File: config.mk
export PLATFORM = sky130hd
export DESIGN_NAME = sorted_list_insert_remove
export DESIGN_NICKNAME = d
export VERILOG_FILES = /design/src/hw/rtl/slir_pkg.sv /design/src/hw/rtl/slir_cell.sv /design/src/hw/rtl/sorted_list_insert_remove.sv
export SDC_FILE = /design/constraint.sdc
export NUM_CORES = 2
export LEC_CHECK = 0
export BUFFER_PORTS_ARGS = -buffer_cell sky130_fd_sc_hd__buf_4
export CAP_MARGIN = 20
export CORE_ASPECT_RATIO = 0.8
export CORE_UTILIZATION = 40
export DETAILED_ROUTE_END_ITERATION = 10
export PLACE_DENSITY = 0.55
export SLEW_MARGIN = 20
export SYNTH_ARGS = -nofsm -noshare
export SYNTH_HDL_FRONTEND = slang
export SYNTH_HIERARCHICAL = 1
export SYNTH_SLANG_ARGS = --single-unit
export TNS_END_PERCENT = 5
File: constraint.sdc
create_clock -name clk -period 5.7 [get_ports clk]
set_input_delay 0.855 -clock clk [delete_from_list [all_inputs] [get_ports clk]]
set_output_delay 0.855 -clock clk [all_outputs]
set_load 0.01 [all_outputs]
File: src/hw/rtl/slir_pkg.sv
// Shared constants, codes and types for the sorted list block.
package slir_pkg;

  localparam int CAPACITY      = 16;
  localparam int KEY_W         = 32;
  localparam int CNT_W         = $clog2(CAPACITY + 1);
  localparam int COUNT_FIELD_W = 5;
  localparam int STATUS_W      = 2;

  typedef logic signed [KEY_W-1:0] key_t;

  localparam logic FUNC_INSERT = 1'b0;
  localparam logic FUNC_REMOVE = 1'b1;

  localparam logic [STATUS_W-1:0] ST_DONE    = 2'd0;
  localparam logic [STATUS_W-1:0] ST_FULL    = 2'd1;
  localparam logic [STATUS_W-1:0] ST_EMPTY   = 2'd2;
  localparam logic [STATUS_W-1:0] ST_MISSING = 2'd3;

  // Broadcast to every cell for the transaction in flight.
  typedef struct packed {
    logic ins_en;
    logic rem_en;
    key_t key;
  } cmd_t;

  // Chain signals passed from each cell to the next higher one.
  typedef struct packed {
    logic after;  // this cell's key sorts after the new key (or cell is free)
    logic seen;   // an equal key sits at or below this cell
  } link_t;

endpackage

File: src/hw/rtl/slir_cell.sv
// One list slot: holds a key and shifts it toward a neighbor on insert or remove.
module slir_cell import slir_pkg::*; (
  input  logic  clk,
  input  cmd_t  cmd,
  input  logic  occupied,
  input  key_t  left_key,
  input  key_t  right_key,
  input  link_t link_in,
  output link_t link_out,
  output key_t  key_q
);

  key_t key_next;
  logic after;
  logic match;

  assign after = occupied ? (key_q > cmd.key) : 1'b1;
  assign match = occupied && (key_q == cmd.key);

  assign link_out.after = after;
  assign link_out.seen  = link_in.seen | match;

  always_comb begin
    key_next = key_q;
    if (cmd.ins_en && after) begin
      // first slot past the insert point takes the new key, the rest shift up
      key_next = link_in.after ? left_key : cmd.key;
    end else if (cmd.rem_en && link_out.seen) begin
      key_next = right_key;
    end
  end

  always_ff @(posedge clk) begin
    key_q <= key_next;
  end

endmodule

File: src/hw/rtl/sorted_list_insert_remove.sv
// Sorted list of signed keys with in-order insert and first-match remove.
// Each accepted request's result is registered to the master side the next cycle.
// One request per cycle unless stalled; each cell compares and shifts in parallel.
// The output register frees the input side whenever the result is taken.
// Reset clears the count and output valid; key slots stay undefined until written.
module sorted_list_insert_remove import slir_pkg::*; (
  input  logic        clk,
  input  logic        rst,
  input  logic        s_tvalid,
  output logic        s_tready,
  input  logic [31:0] s_tdata,   // key[31:0]
  input  logic        s_tuser,   // func
  output logic        m_tvalid,
  input  logic        m_tready,
  output logic [7:0]  m_tdata    // status[1:0], count[6:2], empty_res[7]
);

  logic [CNT_W-1:0] cnt;
  logic [CNT_W-1:0] cnt_next;
  logic             accept;
  logic             full;
  logic             found;
  cmd_t             cmd;

  logic [STATUS_W-1:0]      status_q;
  logic [STATUS_W-1:0]      status_next;
  logic [COUNT_FIELD_W-1:0] count_q;
  logic                     empty_q;

  link_t link [CAPACITY+1];
  key_t  keys [CAPACITY];

  // Accept while the result slot is empty or being drained this cycle.
  assign s_tready = !m_tvalid || m_tready;
  assign accept   = s_tvalid && s_tready;
  assign full     = (cnt == CNT_W'(CAPACITY));

  assign cmd.key    = key_t'(s_tdata);
  assign cmd.ins_en = accept && (s_tuser == FUNC_INSERT) && !full;
  assign cmd.rem_en = accept && (s_tuser == FUNC_REMOVE);

  // Bottom of the chain: nothing sorts after the key, no match seen yet.
  assign link[0] = '0;

  genvar gi;
  generate
    for (gi = 0; gi < CAPACITY; gi++) begin : g_cell
      key_t left_key;
      key_t right_key;
      if (gi == 0) begin : g_lo
        assign left_key = keys[gi];
      end else begin : g_lo_n
        assign left_key = keys[gi-1];
      end
      if (gi == CAPACITY - 1) begin : g_hi
        assign right_key = keys[gi];
      end else begin : g_hi_n
        assign right_key = keys[gi+1];
      end
      slir_cell u_cell (
        .clk       (clk),
        .cmd       (cmd),
        .occupied  (CNT_W'(gi) < cnt),
        .left_key  (left_key),
        .right_key (right_key),
        .link_in   (link[gi]),
        .link_out  (link[gi+1]),
        .key_q     (keys[gi])
      );
    end
  endgenerate

  // Any match anywhere in the occupied slots shows at the top of the chain.
  assign found = link[CAPACITY].seen;

  always_comb begin
    cnt_next    = cnt;
    status_next = ST_DONE;
    if (s_tuser == FUNC_INSERT) begin
      if (full) begin
        status_next = ST_FULL;
      end else begin
        cnt_next = cnt + CNT_W'(1);
      end
    end else begin
      if (cnt == '0) begin
        status_next = ST_EMPTY;
      end else if (!found) begin
        status_next = ST_MISSING;
      end else begin
        cnt_next = cnt - CNT_W'(1);
      end
    end
  end

  always_ff @(posedge clk) begin
    if (rst) begin
      cnt      <= '0;
      m_tvalid <= 1'b0;
    end else begin
      if (accept) begin
        cnt      <= cnt_next;
        m_tvalid <= 1'b1;
      end else if (m_tready) begin
        m_tvalid <= 1'b0;
      end
    end
  end

  // Hold the result payload until the next transaction replaces it.
  always_ff @(posedge clk) begin
    if (accept) begin
      status_q <= status_next;
      count_q  <= COUNT_FIELD_W'(cnt_next);
      empty_q  <= (cnt_next == '0);
    end
  end

  assign m_tdata = {empty_q, count_q, status_q};

endmodule

Word level (Yosys, flattened, before mapping)
Index checks and enable logic that the tools add are counted.
Word-level totals
  flip-flop bits (word level): 526
  output and inout bits: 10
  logic and storage cells: 231
Cells by class
  mux-type cells: 71
  add/sub/neg operators: 2
  eq/ne operators: 17
  reduce and logical (&&, ||, !) cells: 72
  bitwise logic cells: 16
  order comparisons: 32
Operator list (number)
  two-way mux 32 bit: 45
  equality test 32 bit: 16
  > comparator 32 bit: 16
  logical AND 1 bit: 51
  less-than comparator 4 x 5 -> 1 bit, first input constant: 8
  nonzero test 2 bit: 16
  less-than comparator 3 x 5 -> 1 bit, first input constant: 4
  two-way mux 5 bit: 4
  two-way mux 1 bit: 19
  bitwise OR 1 bit: 15
  logical NOT 5 bit: 2
  less-than comparator 1 x 5 -> 1 bit, first input constant: 2
  less-than comparator 2 x 5 -> 1 bit, first input constant: 2
  two-way mux 2 bit: 3
  adder 5 x 1 -> 5 bit, second input constant: 1
  equality test 5 bit, second input constant: 1
  subtractor 5 x 1 -> 5 bit, second input constant: 1
  logical NOT 1 bit: 2
  logical OR 1 bit: 1
  NOT 1 bit: 1

Depth between registers and ports, before layout
  word-level depth: 21
  mapped depth: 27
  depth with buffers taken out: 27

Modules after synthesis
Netlist, hierarchy kept.
Modules (own cells, without submodules)
  slir_cell at g_cell[0].u_cell ...: cells an instance 262, area each 2681.3 µm², sequential area each 960.9 µm², instances 15
  slir_cell at g_cell[15].u_cell: cells an instance 261, area each 2643.8 µm², sequential area each 960.9 µm², instances 1
  sorted_list_insert_remove: cells an instance 116, area each 994.7 µm², sequential area each 360.3 µm², instances 1

Worst setup path after synthesis
Ideal clock, no wire load.
  path type: in2reg
  start point: in s_tdata[31]
  end point: reg g_cell[15].u_cell.key_q[0] (enable)
  buffers on the path: 0
  slack: 0.697 ns
  arrival: 4.599 ns
  stages: 23
  setup time: 0.403 ns
  data required time: 5.297 ns
  cells stage by stage: inv_1 ha_1 and4_2 nand4_1 nor2_1 nand4_1 nand2b_1 nand2b_1 nand2b_1 nand2b_1 nand2b_1 nand2b_1 nand2b_1 nand2b_1 nand2b_1 nand2b_1 nand2b_1 nand2b_1 nand2b_1 nand2b_1 nand2b_1 nand2b_1 a22o_1
On the way
  word-level cells in the longest chain between the ends: 3
RTL lines
  from (decl): line sorted_list_insert_remove.sv:11  | input logic [31:0] s_tdata,
  > comparator 32 bit: line slir_cell.sv:17  | assign after = occupied ? (key_q > cmd.key) : 1'b1;
  two-way mux 1 bit: line slir_cell.sv:17
  logical AND 1 bit: line slir_cell.sv:25  | if (cmd.ins_en && after) begin
  to (signal assigned): line slir_cell.sv:34  | key_q <= key_next;
  to (decl): line slir_cell.sv:10  | output key_t key_q
Every way passes these cells.
A chain may end at the register's enable or synchronous reset.

==> key figures <==
Run status
  • Outcome: completed

Clocking
  • Longest Clk Path Bufs: 3
  • CTS clock-pin slew for the worst setup and hold paths: 0.05 ns
  • Clk sink count: 526
  • CTS tree: yes
  • Root buffer cell: clkbuf_16
  • Num CTS Buffers: 61
  • CTS HTree Levels: 2
  • Clk Latency, worst-skew pair: 0.65 ns
  • # hold bufs at CTS: 0

Power and ir drop
  • Combinational power share: 36.4%
  • Cell Int Power: 10700 uW
  • Power share of the clock group: 25.4%
  • Net Sw Power: 5380 uW
  • Pwr Density: 332 nW/um^2
  • P_leak: 0.0231 uW
  • Sequential power share: 38.2%
  • Switching share of power: 33.5%
  • Maximum vdd ir drop: 0.275 mV

Worst setup path
  • Required @ worst endpoint: 6.11 ns
  • CP max FO: 16
  • Critical path capture point type: flop
  • Critical Path AT: 5.76 ns
  • Crit-path slowest cell: ha_1
  • Largest stage delay, worst path: 0.31 ns
  • Crit-path most repeated cell: nand2b_1
  • Critical path startpoint: s_tdata[31]
  • Critical path class: in2reg
  • RR Startpoint: g_cell[0].u_cell/key_q[30]$_DFFE_PP_
  • Crit start category: primary input

Floorplanning
  • Row count: 108
  • Top Ports: 47
  • DIE AREA: 111000 um^2
  • Overall die width: 372 um
  • Core area: 109000 um^2
  • Die Height: 298 um
  • Initial Util: 40.4%

Placement
  • GPL Wtd Cong: 0.841
  • Placement-stage cell area: 46400 um^2
  • Post-DP HPWL: 91000 um
  • I/O Buffers: 46
  • DP Worst Slack: -0.308 ns

GRT
  • Grt total ovfl: 0
  • Overall track demand over capacity in global routing: 20.5%
  • Vias in the first global route: 31000
  • Global-route wire length before repair: 180000 um
  • Antenna violations before repair: 2
  • Pin count of the biggest net entering global routing: 64

Timing
  • Final setup margin: 0.345 ns
  • Slew Limit Headroom: 31.5%
  • RSZ-0062 raised after global routing: false
  • Final period utilization: 93.9%
  • Pins over their slew limit: 0
  • Worst Skew: 0.0194 ns
  • F_max: 187 MHz
  • Final worst path period need: 5.35 ns
  • Final hold vios: 0
  • Slew @ Worst Pin: 1.02 ns
  • Final setup fails: 0

Cells and area
  • # nets final: 4958
  • Area growth syn-to-layout: 10.5%
  • Fillers: 10300
  • Design area: 48500 um^2
  • Fraction of layout cells with a size suffix above 1: 20.8%

Worst hold path
  • Hold Crit Start: rst
  • HP Class: in2reg

Yosys
  • Gate Count Post-Synth: 4306
  • Syn_area_per_cell: 10.2 um^2
  • Yosys Warn Count: 6
  • Post-Syn Area: 43900 um^2

Flow run
  • Max-Cap Viols: 0

Route
  • Routed via count: 32200
  • Via/cell ratio: 5.47
  • Post-Route WL: 116000 um
  • Initial DRC Count: 2548
  • # DRC: 0
  • Pre-Repair DR Iteration Count: 6
  • DRT antenna net count: 0
  • Wire per inst: 19.7 um
[timing repair]
item / 4_1_cts / 5_1_grt
setup endpoints to repair: 0 / 4
gates resized for setup: 0 / 2
setup buffers: 0 / 1
[final cells by class]
cell class / count / area (um^2) / share of cell area, %
antenna: 1 / 2.50 / 0.00516
clock buffer: 81 / 1680 / 3.48
clock inverter: 34 / 313 / 0.646
inverter: 541 / 2030 / 4.19
multi-input combinational: 3055 / 25100 / 51.9
sequential: 526 / 15700 / 32.5
tap: 1430 / 1790 / 3.69
timing repair buffer: 220 / 1750 / 3.62
[metal layers]
metal | track usage, % | vias up | wire length (um)
met3 | 2.72 | 98 | 7400
met2 | 27.4 | 745 | 44700
met4 | 3.71 | 0 | 1800
met1 | 34.1 | 15700 | 62000
li1 | - | 15700 | -
met5 | 0 | - | 0
[power by group through the flow]
stage	registers, uW	clock network (uW)	logic (uW)
2_1_floorplan	5930	0	4400
3_3_place_gp	6230	0	5630
3_5_place_dp	6210	0	5760
4_1_cts	6150	4210	5800
5_1_grt	6250	4340	6490
6_report	6140	4080	5860
[sequential cells by signal, summed over array words and instances, names as in the netlist]
| signal | flops |
|---|---|
| g_cell.u_cell/key_q | 512 |
| count_q | 5 |
| cnt | 5 |
| status_q | 2 |
| m_tvalid | 1 |
| empty_q | 1 |
[placed cells by master (no fill, tap or decap), types with 19 or more instances in the layout]
master	count
ha_1	516
and4_1	61
a21boi_0	30
a221oi_1	33
nor2_1	22
o21ai_0	552
nor2b_1	30
edfxtp_1	520
mux2_2	63
nand2_1	669
clkbuf_16	63
nand2b_1	21
nand3_1	50
inv_1	541
a21o_1	19
mux2_4	465
nand4_1	66
buf_4	212
a21oi_1	184
[metrics by stage]
step	setup TNS, ns	utilization [%]	total power, uW	cells	hold slack (ns)
detailed placement	-5.37	42.8	12000	5770	0.554
floorplan	0	-	10300	4307	0.569
global placement	-5.05	42.8	11900	5770	0.543
global route	0	44.7	17100	5888	0.412
finish	0	44.7	16100	5888	0.433
CTS	0	44.6	16200	5885	0.388
[worst max-delay path, delay by kind of cell]
| family | cells | cell delay, ns |
|---|---|---|
| fa+ha+maj | 1 | 0.31 |
| compound gates | 1 | 0.07 |
| simple gates | 20 | 3.43 |
| xor+xnor | 1 | 0.26 |
| buf+inv | 7 | 0.81 |
[final timing paths]
check                          endpoint  slack, ns  depth (start not counted)
setup reg to reg   count_q[0]$_DFFE_PP_       0.41                         28
hold reg to reg   m_tvalid$_SDFFE_PP0P_       0.57                          2
setup / recovery   count_q[0]$_DFFE_PP_       0.35                         30
hold / removal      cnt[4]$_SDFFE_PP0P_       0.43                          2
No activity file was read; power rests on OpenSTA's default activity.
